<file path="src/hdl/poly_voice_allocator_unit_defines.svh">
`ifndef POLY_VOICE_ALLOCATOR_UNIT_DEFINES_SVH
`define POLY_VOICE_ALLOCATOR_UNIT_DEFINES_SVH

// Checks that hold in the same cycle.
`define PVA_ASSERT_IMP(lbl, clk, rst, ante, cons, msg) \
   lbl: assert property (@(posedge clk) disable iff (rst) (ante) |-> (cons)) else $error(msg);

// Checks that hold in the next cycle.
`define PVA_ASSERT_NXT(lbl, clk, rst, ante, cons, msg) \
   lbl: assert property (@(posedge clk) disable iff (rst) (ante) |=> (cons)) else $error(msg);

`endif

</file>
<file path="src/hdl/pva_pkg.sv">
`default_nettype none

package pva_pkg;

   localparam int KEY_W    = 4;
   localparam int DONE_W   = 3;
   localparam int VIDX_OUT_W = 3;
   localparam int STAMP_W  = 32;
   localparam int COUNT_W  = 4;
   localparam int MAP_W    = 16;

   localparam logic [1:0] KIND_ON   = 2'd0;
   localparam logic [1:0] KIND_OFF  = 2'd1;
   localparam logic [1:0] KIND_DONE = 2'd2;

   localparam logic [2:0] ACT_NONE     = 3'd0;
   localparam logic [2:0] ACT_RETRIG   = 3'd1;
   localparam logic [2:0] ACT_FREE     = 3'd2;
   localparam logic [2:0] ACT_STOLEN   = 3'd3;
   localparam logic [2:0] ACT_GATE_OFF = 3'd4;
   localparam logic [2:0] ACT_FREED    = 3'd5;

   typedef struct packed {
      logic capture;
      logic scan;
      logic apply;
   } ctrl_cmd_type;

   typedef struct packed {
      logic needs_scan;
      logic scan_last;
   } dp_status_type;

endpackage

`default_nettype wire

</file>
<file path="src/hdl/poly_voice_allocator_unit.sv">
`default_nettype none

// Voice allocator for a pool of NUM_VOICES voices. An item is taken when start is
// high and busy low; its result appears on the rsp_ ports for one cycle with
// rsp_valid high and cannot be held off, so it must be captured then. Note-on and
// note-off items walk the voice table one voice per cycle in the scan state
// before the apply state; voice-done items need no walk and go straight to
// the apply state. The result strobe is high in the first cycle with busy
// low, and a new item may be started in that same cycle.

`include "poly_voice_allocator_unit_defines.svh"

module poly_voice_allocator_unit #(
   parameter int NUM_VOICES = 8,
   parameter int NUM_KEYS   = 16,
   parameter int AGE_BITS   = 32
) (
   input  wire logic                             clock,
   input  wire logic                             reset,
   input  wire logic                             start,
   output logic                                  busy,
   input  wire logic [1:0]                       req_kind,
   input  wire logic [pva_pkg::KEY_W-1:0]        req_key,
   input  wire logic [pva_pkg::DONE_W-1:0]       req_done_voice,
   output logic                                  rsp_valid,
   output logic [pva_pkg::VIDX_OUT_W-1:0]        rsp_voice_index,
   output logic [2:0]                            rsp_action,
   output logic [pva_pkg::STAMP_W-1:0]           rsp_note_stamp,
   output logic [pva_pkg::COUNT_W-1:0]           rsp_active_count,
   output logic [pva_pkg::MAP_W-1:0]             rsp_key_active_map
);

   pva_pkg::ctrl_cmd_type  cmd;
   pva_pkg::dp_status_type status;

   pva_ctrl u_ctrl (
      .clock  (clock),
      .reset  (reset),
      .start  (start),
      .status (status),
      .cmd    (cmd),
      .busy   (busy)
   );

   pva_datapath #(
      .NUM_VOICES (NUM_VOICES),
      .NUM_KEYS   (NUM_KEYS),
      .AGE_BITS   (AGE_BITS)
   ) u_datapath (
      .clock              (clock),
      .reset              (reset),
      .cmd                (cmd),
      .status             (status),
      .req_kind           (req_kind),
      .req_key            (req_key),
      .req_done_voice     (req_done_voice),
      .rsp_valid          (rsp_valid),
      .rsp_voice_index    (rsp_voice_index),
      .rsp_action         (rsp_action),
      .rsp_note_stamp     (rsp_note_stamp),
      .rsp_active_count   (rsp_active_count),
      .rsp_key_active_map (rsp_key_active_map)
   );

   `PVA_ASSERT_IMP(a_rsp_when_idle, clock, reset, rsp_valid, !busy, "result shown while busy")
   `PVA_ASSERT_NXT(a_rsp_single, clock, reset, rsp_valid, !rsp_valid, "result strobe too long")
   `PVA_ASSERT_IMP(a_none_is_zero, clock, reset, rsp_valid && (rsp_action == pva_pkg::ACT_NONE), (rsp_voice_index == '0) && (rsp_note_stamp == '0), "no-op item reports a voice or stamp")
   `PVA_ASSERT_IMP(a_steal_full, clock, reset, rsp_valid && (rsp_action == pva_pkg::ACT_STOLEN), rsp_active_count == pva_pkg::COUNT_W'(NUM_VOICES), "steal with voices idle")

endmodule

`default_nettype wire

</file>
<file path="src/hdl/pva_ctrl.sv">
`default_nettype none

module pva_ctrl (
   input  wire logic                   clock,
   input  wire logic                   reset,
   input  wire logic                   start,
   input  wire pva_pkg::dp_status_type status,
   output pva_pkg::ctrl_cmd_type       cmd,
   output logic                        busy
);

   typedef enum logic [2:0] {
      ST_IDLE  = 3'b001,
      ST_SCAN  = 3'b010,
      ST_APPLY = 3'b100
   } state_type;

   state_type state_ff;
   state_type state_in;

   always_comb begin
      state_in = state_ff;
      case (state_ff)
         ST_IDLE: begin
            if (start) begin
               state_in = status.needs_scan ? ST_SCAN : ST_APPLY;
            end
         end
         ST_SCAN: begin
            if (status.scan_last) begin
               state_in = ST_APPLY;
            end
         end
         ST_APPLY: begin
            state_in = ST_IDLE;
         end
         default: begin
            state_in = ST_IDLE;
         end
      endcase
   end

   always_ff @(posedge clock) begin
      if (reset) begin
         state_ff <= ST_IDLE;
      end else begin
         state_ff <= state_in;
      end
   end

   assign cmd.capture = (state_ff == ST_IDLE) && start;
   assign cmd.scan    = (state_ff == ST_SCAN);
   assign cmd.apply   = (state_ff == ST_APPLY);
   assign busy        = (state_ff != ST_IDLE);

endmodule

`default_nettype wire

</file>
<file path="src/hdl/pva_datapath.sv">
`default_nettype none

module pva_datapath #(
   parameter int NUM_VOICES = 8,
   parameter int NUM_KEYS   = 16,
   parameter int AGE_BITS   = 32
) (
   input  wire logic                             clock,
   input  wire logic                             reset,
   input  wire pva_pkg::ctrl_cmd_type            cmd,
   output pva_pkg::dp_status_type                status,
   input  wire logic [1:0]                       req_kind,
   input  wire logic [pva_pkg::KEY_W-1:0]        req_key,
   input  wire logic [pva_pkg::DONE_W-1:0]       req_done_voice,
   output logic                                  rsp_valid,
   output logic [pva_pkg::VIDX_OUT_W-1:0]        rsp_voice_index,
   output logic [2:0]                            rsp_action,
   output logic [pva_pkg::STAMP_W-1:0]           rsp_note_stamp,
   output logic [pva_pkg::COUNT_W-1:0]           rsp_active_count,
   output logic [pva_pkg::MAP_W-1:0]             rsp_key_active_map
);

   localparam int VIDX_W = (NUM_VOICES > 1) ? $clog2(NUM_VOICES) : 1;
   localparam int CNT_W  = $clog2(NUM_VOICES + 1);
   localparam int KEY_W  = pva_pkg::KEY_W;

   // item
   logic [1:0]        kind_ff, kind_in;
   logic [KEY_W-1:0]  key_ff, key_in;
   logic              done_ok_ff, done_ok_in;

   // scan
   logic [VIDX_W-1:0]   scan_idx_ff, scan_idx_in;
   logic                hit_ff, hit_in;
   logic [VIDX_W-1:0]   hit_idx_ff, hit_idx_in;
   logic                idle_ff, idle_in;
   logic [VIDX_W-1:0]   idle_idx_ff, idle_idx_in;
   logic [VIDX_W-1:0]   best_idx_ff, best_idx_in;
   logic [AGE_BITS-1:0] best_age_ff, best_age_in;
   logic [KEY_W-1:0]    best_key_ff, best_key_in;

   // voice state
   logic [NUM_VOICES-1:0] active_ff, active_in;
   logic [NUM_VOICES-1:0] gate_ff, gate_in;
   logic [KEY_W-1:0]      vkey_ff [NUM_VOICES];
   logic [KEY_W-1:0]      vkey_in [NUM_VOICES];
   logic [AGE_BITS-1:0]   age_ff [NUM_VOICES];
   logic [AGE_BITS-1:0]   age_in [NUM_VOICES];
   logic [AGE_BITS-1:0]   note_count_ff, note_count_in;
   logic [CNT_W-1:0]      count_ff, count_in;
   logic [pva_pkg::MAP_W-1:0] map_ff, map_in;

   // result
   logic                              rsp_valid_ff, rsp_valid_in;
   logic [pva_pkg::VIDX_OUT_W-1:0]    rsp_vidx_ff, rsp_vidx_in;
   logic [2:0]                        rsp_action_ff, rsp_action_in;
   logic [pva_pkg::STAMP_W-1:0]       rsp_stamp_ff, rsp_stamp_in;
   logic [pva_pkg::COUNT_W-1:0]       rsp_count_ff, rsp_count_in;
   logic [pva_pkg::MAP_W-1:0]         rsp_map_ff, rsp_map_in;

   logic                rd_active;
   logic                rd_gate;
   logic [KEY_W-1:0]    rd_key;
   logic [AGE_BITS-1:0] rd_age;
   logic                scan_last;
   logic                on_ok;
   logic                off_ok;
   logic [AGE_BITS-1:0] note_nxt;
   logic [VIDX_W-1:0]   sel;
   logic [2:0]          act;

   assign rd_active = active_ff[scan_idx_ff];
   assign rd_gate   = gate_ff[scan_idx_ff];
   assign rd_key    = vkey_ff[scan_idx_ff];
   assign rd_age    = age_ff[scan_idx_ff];
   assign scan_last = (scan_idx_ff == VIDX_W'(NUM_VOICES - 1));
   assign on_ok     = (kind_ff == pva_pkg::KIND_ON) && (32'(key_ff) < 32'(NUM_KEYS));
   assign off_ok    = (kind_ff == pva_pkg::KIND_OFF) && (32'(key_ff) < 32'(NUM_KEYS));
   assign note_nxt  = note_count_ff + AGE_BITS'(1);

   assign status.scan_last  = scan_last;
   assign status.needs_scan = (req_kind == pva_pkg::KIND_ON) || (req_kind == pva_pkg::KIND_OFF);

   always_comb begin
      kind_in       = kind_ff;
      key_in        = key_ff;
      done_ok_in    = done_ok_ff;
      scan_idx_in   = scan_idx_ff;
      hit_in        = hit_ff;
      hit_idx_in    = hit_idx_ff;
      idle_in       = idle_ff;
      idle_idx_in   = idle_idx_ff;
      best_idx_in   = best_idx_ff;
      best_age_in   = best_age_ff;
      best_key_in   = best_key_ff;
      active_in     = active_ff;
      gate_in       = gate_ff;
      vkey_in       = vkey_ff;
      age_in        = age_ff;
      note_count_in = note_count_ff;
      count_in      = count_ff;
      map_in        = map_ff;
      rsp_valid_in  = cmd.apply;
      rsp_vidx_in   = rsp_vidx_ff;
      rsp_action_in = rsp_action_ff;
      rsp_stamp_in  = rsp_stamp_ff;
      rsp_count_in  = rsp_count_ff;
      rsp_map_in    = rsp_map_ff;
      sel           = '0;
      act           = pva_pkg::ACT_NONE;

      if (cmd.capture) begin
         kind_in     = req_kind;
         key_in      = req_key;
         done_ok_in  = 32'(req_done_voice) < 32'(NUM_VOICES);
         scan_idx_in = ((req_kind == pva_pkg::KIND_DONE) &&
                        (32'(req_done_voice) < 32'(NUM_VOICES))) ?
                       VIDX_W'(req_done_voice) : '0;
         hit_in      = 1'b0;
         idle_in     = 1'b0;
      end

      if (cmd.scan) begin
         if (!hit_ff && rd_active && (rd_key == key_ff)) begin
            hit_in     = 1'b1;
            hit_idx_in = scan_idx_ff;
         end
         if (!idle_ff && !rd_active) begin
            idle_in     = 1'b1;
            idle_idx_in = scan_idx_ff;
         end
         if ((scan_idx_ff == '0) || (rd_age < best_age_ff)) begin
            best_idx_in = scan_idx_ff;
            best_age_in = rd_age;
            best_key_in = rd_key;
         end
         if (!scan_last) begin
            scan_idx_in = scan_idx_ff + VIDX_W'(1);
         end
      end

      if (cmd.apply) begin
         rsp_stamp_in = '0;
         if (on_ok) begin
            if (hit_ff) begin
               sel = hit_idx_ff;
               act = pva_pkg::ACT_RETRIG;
            end else if (idle_ff) begin
               sel      = idle_idx_ff;
               act      = pva_pkg::ACT_FREE;
               count_in = count_ff + CNT_W'(1);
            end else begin
               sel                 = best_idx_ff;
               act                 = pva_pkg::ACT_STOLEN;
               map_in[best_key_ff] = 1'b0;
            end
            note_count_in  = note_nxt;
            active_in[sel] = 1'b1;
            gate_in[sel]   = 1'b1;
            vkey_in[sel]   = key_ff;
            age_in[sel]    = note_nxt;
            map_in[key_ff] = 1'b1;
            rsp_stamp_in   = pva_pkg::STAMP_W'(note_nxt);
         end else if (off_ok) begin
            if (hit_ff) begin
               sel                 = hit_idx_ff;
               act                 = pva_pkg::ACT_GATE_OFF;
               gate_in[hit_idx_ff] = 1'b0;
            end
         end else if ((kind_ff == pva_pkg::KIND_DONE) && done_ok_ff && rd_active && !rd_gate) begin
            sel                    = scan_idx_ff;
            act                    = pva_pkg::ACT_FREED;
            active_in[scan_idx_ff] = 1'b0;
            vkey_in[scan_idx_ff]   = '0;
            map_in[rd_key]         = 1'b0;
            count_in               = count_ff - CNT_W'(1);
         end
         rsp_vidx_in   = pva_pkg::VIDX_OUT_W'(sel);
         rsp_action_in = act;
         rsp_count_in  = pva_pkg::COUNT_W'(count_in);
         rsp_map_in    = map_in;
      end
   end

   always_ff @(posedge clock) begin
      if (reset) begin
         active_ff     <= '0;
         gate_ff       <= '0;
         note_count_ff <= '0;
         count_ff      <= '0;
         map_ff        <= '0;
         rsp_valid_ff  <= 1'b0;
         for (int i = 0; i < NUM_VOICES; i++) begin
            vkey_ff[i] <= '0;
            age_ff[i]  <= '0;
         end
      end else begin
         active_ff     <= active_in;
         gate_ff       <= gate_in;
         note_count_ff <= note_count_in;
         count_ff      <= count_in;
         map_ff        <= map_in;
         rsp_valid_ff  <= rsp_valid_in;
         vkey_ff       <= vkey_in;
         age_ff        <= age_in;
      end
   end

   always_ff @(posedge clock) begin
      kind_ff       <= kind_in;
      key_ff        <= key_in;
      done_ok_ff    <= done_ok_in;
      scan_idx_ff   <= scan_idx_in;
      hit_ff        <= hit_in;
      hit_idx_ff    <= hit_idx_in;
      idle_ff       <= idle_in;
      idle_idx_ff   <= idle_idx_in;
      best_idx_ff   <= best_idx_in;
      best_age_ff   <= best_age_in;
      best_key_ff   <= best_key_in;
      rsp_vidx_ff   <= rsp_vidx_in;
      rsp_action_ff <= rsp_action_in;
      rsp_stamp_ff  <= rsp_stamp_in;
      rsp_count_ff  <= rsp_count_in;
      rsp_map_ff    <= rsp_map_in;
   end

   assign rsp_valid          = rsp_valid_ff;
   assign rsp_voice_index    = rsp_vidx_ff;
   assign rsp_action         = rsp_action_ff;
   assign rsp_note_stamp     = rsp_stamp_ff;
   assign rsp_active_count   = rsp_count_ff;
   assign rsp_key_active_map = rsp_map_ff;

endmodule

`default_nettype wire
</file>
<file path="config.mk">
export PLATFORM = sky130hd
export DESIGN_NAME = poly_voice_allocator_unit
export DESIGN_NICKNAME = d
export VERILOG_FILES = /design/src/hdl/pva_pkg.sv /design/src/hdl/poly_voice_allocator_unit.sv /design/src/hdl/pva_ctrl.sv /design/src/hdl/pva_datapath.sv
export VERILOG_INCLUDE_DIRS = /design/src /design/src/hdl
export SDC_FILE = /design/constraint.sdc
export NUM_CORES = 1
export LEC_CHECK = 0
export BUFFER_PORTS_ARGS = -buffer_cell sky130_fd_sc_hd__clkbuf_2
export CORE_ASPECT_RATIO = 1.4
export CORE_MARGIN = 3
export CORE_UTILIZATION = 55
export DETAILED_ROUTE_END_ITERATION = 8
export PLACE_DENSITY = 0.72
export SLEW_MARGIN = 10
export SYNTH_ARGS = -nofsm -noshare
export SYNTH_HDL_FRONTEND = slang
export SYNTH_SLANG_ARGS = --single-unit
</file>
<file path="constraint.sdc">
create_clock -name clock -period 7.4 [get_ports clock]
set_input_delay 1.11 -clock clock [delete_from_list [all_inputs] [get_ports clock]]
set_output_delay 1.11 -clock clock [all_outputs]
set_load 0.005 [all_outputs]
</file>
After elaboration in Yosys (flattened, before gate mapping)
Index checks and enable logic that the tools add are counted.
- input bits: 12
- output and inout port bits: 60
- register bits: 474
- mux-type cells: 79
- add/subtract/negate cells: 4
- bitwise operators: 15
- reductions and logical operators: 33
- magnitude comparators: 17
- eq/ne operators: 13
- operator list (cell ; number):
    256-bit bitwise mux ; 1
    32-bit two-way mux ; 6
    16-bit two-way mux ; 7
    32-bit binary-select mux with 3-bit select ; 1
    32-bit demux with 3-bit select ; 1
    3-bit two-way mux ; 20
    8-bit two-way mux ; 6
    4-bit two-way mux ; 9
    32-bit by 1-bit adder with 32-bit output, second input constant ; 1
    16-bit bitwise AND ; 2
    32-bit bitwise AND ; 1
    32-bit bitwise mux ; 1
    32-bit < comparator ; 1
    16-bit NOT ; 2
    32-bit NOT ; 1
    4-bit demux with 3-bit select ; 2
    8-bit bitwise AND ; 2
    8-bit NOT ; 2
    16-bit OR ; 1
    8-bit OR ; 2
    4-bit by 5-bit < comparator with 1-bit output, second input constant ; 3
    1-bit two-way mux ; 15
    1-bit logical AND ; 14
    4-bit binary-select mux with 3-bit select ; 1
    other kinds (29) ; 59

Logic depth before layout (Yosys ltp)
Gate-level depths: netlist (run 1).
- depth in word-level cells: 13
- mapped depth: 14
- depth with buffers taken out: 11

Modules after synthesis
Synthesis (run 1) repeated with hierarchy kept, for this count alone.
- cell total of the unflattened synthesis: 2068
- area total of the unflattened synthesis: 20179.4 um2
- modules (own cells, without submodules) (module ; sequential area each (um2) ; cells an instance ; times used ; area an instance (um2)):
    pva_datapath ; 10520.1 ; 2053 ; 1 ; 20023.0
    pva_ctrl ; 60.1 ; 15 ; 1 ; 156.4

Worst setup path after synthesis (run 1)
OpenSTA, ideal clock, no wires.
- path kind: reg2reg
- start point: register u_datapath.scan_idx_ff[1]
- end point: register u_datapath.best_age_ff[0] (enable)
- required time: 6.947 ns
- stages on the path, launching flop included: 15
- arrival time: 5.031 ns
- slack: 1.917 ns
- library setup time: 0.453 ns
- cell sequence: dfxtp_1 buf_2 buf_2 buf_1 nor3_1 clkbuf_1 a22oi_1 nand4_1 ha_1 a21o_1 a21o_1 a21o_1 a2111oi_0 o221ai_1 a22oi_1
- word-level cells in the longest chain between the ends: 7
- RTL lines (element ; line ; RTL):
    from (decl) ; pva_datapath.sv:33 ; logic [VIDX_W-1:0] scan_idx_ff, scan_idx_in;
    from (signal assigned) ; pva_datapath.sv:213 ; scan_idx_ff <= scan_idx_in;
    3-bit NOT with 4-bit output (implied by the code) ; pva_datapath.sv:75 ; assign rd_age = age_ff[scan_idx_ff];
    32-bit binary-select mux with 3-bit select ; pva_datapath.sv:75 ;
    32-bit two-way mux (implied by the code) (2 in series) ; pva_datapath.sv:75 ;
    net u_datapath.rd_age[9] ; pva_datapath.sv:64 ; logic [AGE_BITS-1:0] rd_age;
    32-bit < comparator ; pva_datapath.sv:132 ; if ((scan_idx_ff == '0) || (rd_age < best_age_ff)) begin
    1-bit logical OR ; pva_datapath.sv:132 ;
    2-bit AND reduction (no source line) ; n/a ;
    to (signal assigned) ; pva_datapath.sv:219 ; best_age_ff <= best_age_in;
    to (decl) ; pva_datapath.sv:39 ; logic [AGE_BITS-1:0] best_age_ff, best_age_in;
The timed path passes the listed nets, and every way through them passes these cells. The select of a mux whose other input is x is not followed.
A chain may end at the register's enable or synchronous reset.

Final worst setup path (run 1)
- start point: register u_datapath.scan_idx_ff[0]
- end point: register u_datapath.best_age_ff[10] (enable)
Same word-level chain as after synthesis.

==> impl_metrics.toml, run 1 <==
[global_route]
grt_max_degree = 208
grt_overflow = 0
grt_pass1_vias = 16100
grt_pass1_wl_mm = 89.3
grt_antenna_before_repair = 0
track_usage_pct = 28.3

[logic_synthesis]
synth_area_um2 = 20500
synthArstFlopShare_pct = 0
ys_warn_count = 0
synthFlopType = "dfxtp_1"
synth_common_cells = "nor2_1 (428), dfxtp_1 (365), a211oi_1 (223)"
synth_most_common_cell = "nor2_1"
yosysSeqAreaShare_pct = 51.6
synth_nets = 2170
synth_cells = 2121
yosysTopAreaCell = "dfxtp_1"
synth_cell_types = 82
synth_top_area_share_pct = 35.7
ys_ff_latch = 474
avgSynthCellArea_um2 = 9.66
synth.area.top_cells = "dfxtp_1 (36%), edfxtp_1 (16%), a211oi_1 (8.2%)"
synth_edf_count = 109

[routing]
drcViolationCount = 0
vias_per_cell = 6.41
wirelength_mm = 57.3
drt_iter0_markers = 1816
drt-pass1-iter-count = 7
antenna_left = 0
wl_per_cell_um = 22.0
num_vias = 16700

[sta]
fmax_ghz = 0.198
tns_ns = 0
hold_violations = 0
period_needed_ns = 5.05
finClkSkew_ns = 0.0221
slew_headroom_pct = 25.9
slew_violations = 0
setup_violations = 0
worst_pin_slew_ns = 1.11
rsz0062_at_grt = "false"
period_share_pct = 68.3

[clocking]
htreeDepth = 2
ctsHoldBuffers = 0
cts_inserted_buffers = 44
clk_path_buf_depth = 3
cts_root_buf = "clkbuf_16"
cts_tree = "done"
clkLatencyLatePin_ns = 0.56
ctsResizeCount = 0
clock-sinks = 474
clk_pin_slew_worst_paths_ns = 0.07
postCtsSetupBuffers = 0

[worst_setup_path]
critPathLaunchType = "flop"
critPathMaxFanout = 32
cp.required_ns = 7.60
crit_type = "flop to flop"
crit_arrival_ns = 5.26
cp-end-kind = "flop"

[floorplanning]
fp.dieW_um = 169
io_pins = 72
core_um2 = 36800
rows = 83
die_y_um = 234
start_util_pct = 55.7
die_area_um2 = 39600

[power_and_ir_drop]
p_comb_share_pct = 5.6
seqPwrFrac_pct = 51.6
p_sw_share_pct = 23.1
leakage_nw = 7.63
p_clk_share_pct = 42.8
totalPowerFinal_mw = 5.19
p_sw_mw = 1.20
power.internal_mw = 3.99
power_density_nw_per_um2 = 230
irDropWorstVdd_mv = 0.146

[place]
port_buffers = 71
routabilityCongestion = 0.945
dp_hpwl_mm = 36.4

[finish]
diodes = 0
area_growth_pct = 9.95
nets = 2156
final_util_pct = 61.3
drive_above_1_share_pct = 11.1
seq_area_um2 = 10600
multiInputGateArea_um2 = 9170
fillers = 3104

[status]
status = "completed"

[hold_path]
hold_path.class = "flop to flop"

[flow_run]
cap_violations = 0
## worst paths after layout
kind,startpoint,to,slack [ns],cells past startpoint
worst min register to register,u_datapath.age_ff[65]$_SDFFE_PP0P_,u_datapath.age_ff[65]$_SDFFE_PP0P_,0.46,2
worst min-delay path,u_datapath.age_ff[65]$_SDFFE_PP0P_,u_datapath.age_ff[65]$_SDFFE_PP0P_,0.46,2
worst max register to register,u_datapath.scan_idx_ff[0]$_DFF_P_,u_datapath.best_age_ff[10]$_DFFE_PP_,2.35,13
worst max-delay path,u_datapath.scan_idx_ff[0]$_DFF_P_,u_datapath.best_age_ff[10]$_DFFE_PP_,2.35,13
## state kept, by name, summed over array words and instances (netlist names), 4 cells and up
signal                         count
u_datapath.rsp_active_count        4
u_datapath.active_ff               8
u_datapath.vkey_ff                32
u_datapath.note_count_ff          32
u_datapath.count_ff                4
u_datapath.age_ff                256
u_datapath.best_key_ff             4
u_datapath.rsp_note_stamp         32
u_datapath.rsp_key_active_map     16
u_datapath.gate_ff                 8
u_datapath.map_ff                 16
u_datapath.key_ff                  4
u_datapath.best_age_ff            32
## cell families after synthesis
logic type | after synthesis | synth area share [%]
compound gates | 583 | 21.4
flops | 474 | 51.6
mux | 30 | 1.59
buf+inv | 211 | 4.15
fa+ha+maj | 37 | 2.26
xor+xnor | 60 | 2.77
simple gates | 726 | 16.2
## layer usage
metal | vias up | wire (µm) | global-route usage [%]
li1 | 7794 | - | -
met1 | 8053 | 22700 | 34.2
met2 | 680 | 28600 | 49.1
met3 | 190 | 3150 | 3.58
met4 | 0 | 2940 | 15.1
met5 | - | 0 | 0
## per-stage QoR
stage / setup WS [ns] / instance area, µm² / hold slack [ns] / std cells
6_report: 2.35 / 22500 / 0.461 / 2608
5_1_grt: 2.10 / 22500 / 0.473 / 2608
3_5_place_dp: 2.49 / 21100 / 0.451 / 2528
4_1_cts: 2.43 / 22500 / 0.459 / 2608
3_3_place_gp: 2.54 / 21100 / 0.444 / 2528
2_1_floorplan: 1.92 / 20500 / 0.434 / 2121
## worst max-delay path: stages, from the launching register on
cell and delay (ns):
dfxtp_1 0.33, buf_4 0.37, nand2_1 0.17, nor2_2 0.41
buf_4 0.47, a22oi_1 0.13, nand4_1 0.13, ha_1 0.26
a21o_1 0.17, a21o_1 0.17, a2111oi_0 0.46, o221ai_1 0.27
a22oi_2 0.81, buf_4 0.49
## placed cells by master, fill, tap and decap left out, types with 15 or more instances in the layout
cell / instances
nand2_1: 76
nor3_1: 36
edfxtp_1: 109
o21a_1: 15
buf_4: 28
nand3_1: 34
dfxtp_1: 365
a211oi_1: 223
clkbuf_16: 47
clkbuf_2: 70
clkbuf_1: 15
mux2i_1: 18
o21ai_0: 32
a21oi_1: 44
inv_1: 46
xor2_1: 28
nor2_1: 418
nand4_1: 52
a22o_1: 33
xnor2_1: 28
a22oi_1: 131
ha_1: 37
nor2b_1: 18
a221oi_1: 19
## power by group through the flow
| stage | sequential [mW] | combinational, mW | clock [mW] |
|---|---|---|---|
| 6_report | 2.68 | 0.291 | 2.22 |
| 5_1_grt | 2.68 | 0.306 | 2.35 |
| 4_1_cts | 2.67 | 0.283 | 2.25 |
| 3_5_place_dp | 2.73 | 0.281 | 0 |
| 3_3_place_gp | 2.73 | 0.276 | 0 |
| 2_1_floorplan | 2.73 | 0.189 | 0 |
## area by class of cell
class | instances | share of cell area, %
clock buffers | 68 | 5.84
clock inverters | 12 | 0.422
inverters | 51 | 0.855
multi-input cells | 1436 | 40.7
flip-flops and latches | 474 | 47.0
well taps | 467 | 2.59
repair buffers | 100 | 2.64
Note: power is estimated with default switching activity, not from simulation.
==> run 2, diff against run 1 <==
Clock period 7.4 ns to 4.65 ns, I/O delays scaled along.
==> run 2 against run 1 <==
First-iteration DRC count fell by 6.0%; core utilization grew 1.1 points; sequential power rose by 59%; clock power grew 76%; sequential share of layout area down 0.79 points; non-clock buffer count up 25.
==> impl_metrics.toml, run 2 (synthesized netlist as in run 1, its figures left out) <==
[clocking]
ctsResizeCount = 0
clock-sinks = 474
clk_pin_slew_worst_paths_ns = 0.06
clk_path_buf_depth = 3
htreeDepth = 2
clkLatencyLatePin_ns = 0.57
cts_tree = "done"
cts_root_buf = "clkbuf_16"
cts_inserted_buffers = 45
ctsHoldBuffers = 0
postCtsSetupBuffers = 0

[sta]
worst_pin_slew_ns = 1.25
finClkSkew_ns = 0.0294
setup_violations = 0
fmax_ghz = 0.253
slew_violations = 0
rsz0062_at_grt = "false"
slew_headroom_pct = 16.2
period_share_pct = 85.1
tns_ns = 0
hold_violations = 0
period_needed_ns = 3.96

[power_and_ir_drop]
p_clk_share_pct = 45.1
irDropWorstVdd_mv = 0.349
seqPwrFrac_pct = 49.3
p_sw_mw = 1.98
leakage_nw = 7.84
p_sw_share_pct = 23.0
power_density_nw_per_um2 = 377
power.internal_mw = 6.65
p_comb_share_pct = 5.6

[routing]
vias_per_cell = 6.33
wl_per_cell_um = 22.6
num_vias = 16700
antenna_left = 0
drt_iter0_markers = 1707
drt-pass1-iter-count = 5
drcViolationCount = 0
wirelength_mm = 59.6

[finish]
layout_commonest_cell = "nor2_1"
fillers = 3032
area_growth_pct = 11.8
layout_common_cells = "nor2_1 (418), dfxtp_1 (365), a211oi_1 (223), a22oi_1 (131), edfxtp_1 (109)"
drive_above_1_share_pct = 12.4
nets = 2182
diodes = 0
largest_reg_flops = 256
largest-register = "u_datapath.age_ff"
final_util_pct = 62.3

[worst_setup_path]
max_stage_delay_ns = 0.46
critPathLaunchType = "flop"
cp-end-kind = "flop"
path_buf_inv = 2
path_cells = "buf_4 -> and3b_1 -> a22oi_1 -> nand4_1 -> ha_1 -> a21o_1 -> a21o_1 -> a21o_1 -> a2111oi_0 -> o221ai_1 -> a22oi_2 -> buf_4"
crit_arrival_ns = 4.17
cpLargestDelayFamily = "compound AO/OA/AOI/OAI gates"
cp_slowest_cell = "a2111oi_0"
crit_type = "flop to flop"
critPathMaxFanout = 26
path_common_cell = "a21o_1"
cp.required_ns = 4.86

[global_route]
grt_max_degree = 99
grt_pass1_vias = 16300
grt_pass1_wl_mm = 92.7
grt_antenna_before_repair = 0
track_usage_pct = 29.6
grt_overflow = 0

[floorplanning]
core_um2 = 36800
rows = 83
fp.dieW_um = 169
die_area_um2 = 39600
start_util_pct = 55.7
die_y_um = 234
io_pins = 72

[status]
status = "completed"

[hold_path]
hold_path.class = "primary input to flop"

[place]
dp_hpwl_mm = 39.4
port_buffers = 71
routabilityCongestion = 0.990

[flow_run]
cap_violations = 0
run 2: layer usage:
metal | up-vias | global-route usage (%) | wire length (µm) | part of all wire [%]
met2 | 667 | 51.6 | 29500 | 50
met5 | - | 0 | 0 | 0
met1 | 7967 | 35.7 | 23300 | 39
li1 | 7853 | - | - | -
met3 | 181 | 3.56 | 3320 | 5.6
met4 | 0 | 16.1 | 3510 | 5.9
run 2: power groups by stage:
stage               clock, mW  combinational, mW  sequential [mW]
finish                   3.90              0.479             4.26
global route             4.10              0.504             4.26
CTS                      3.94              0.467             4.26
detailed placement          0              0.465             4.35
global placement            0              0.459             4.35
floorplan                   0              0.301             4.34
run 2: metrics by stage:
step / setup WS [ns] / cells / cell area (µm²) / hold slack, ns / total power [mW]
detailed placement: 0.791 / 2553 / 21400 / 0.450 / 4.81
global route: 0.468 / 2635 / 22900 / 0.285 / 8.87
floorplan: 0.0249 / 2121 / 20500 / 0.434 / 4.64
global placement: 0.918 / 2553 / 21400 / 0.444 / 4.81
CTS: 0.762 / 2635 / 22900 / 0.288 / 8.67
finish: 0.692 / 2635 / 22900 / 0.303 / 8.64
run 2: final timing paths:
path,from,endpoint,slack [ns],cells after the start
min reg2reg,u_datapath.age_ff[33]$_SDFFE_PP0P_,u_datapath.age_ff[33]$_SDFFE_PP0P_,0.45,2
max,u_datapath.scan_idx_ff[2]$_DFF_P_,u_datapath.best_age_ff[3]$_DFFE_PP_,0.69,12
max reg2reg,u_datapath.scan_idx_ff[2]$_DFF_P_,u_datapath.best_age_ff[3]$_DFFE_PP_,0.69,12
min,req_key[1],u_datapath.key_ff[1]$_DFFE_PP_,0.30,1
run 2: area by class of cell:
class                           instances  area (µm²)  area share, %
Inverter                               51         193          0.841
Sequential cell                       474       10600           46.2
Multi-Input combinational cell       1436        9180           40.0
Timing Repair Buffer                  125         821           3.58
Tap cell                              467         584           2.55
Clock buffer                           62        1300           5.68
Clock inverter                         20         264           1.15
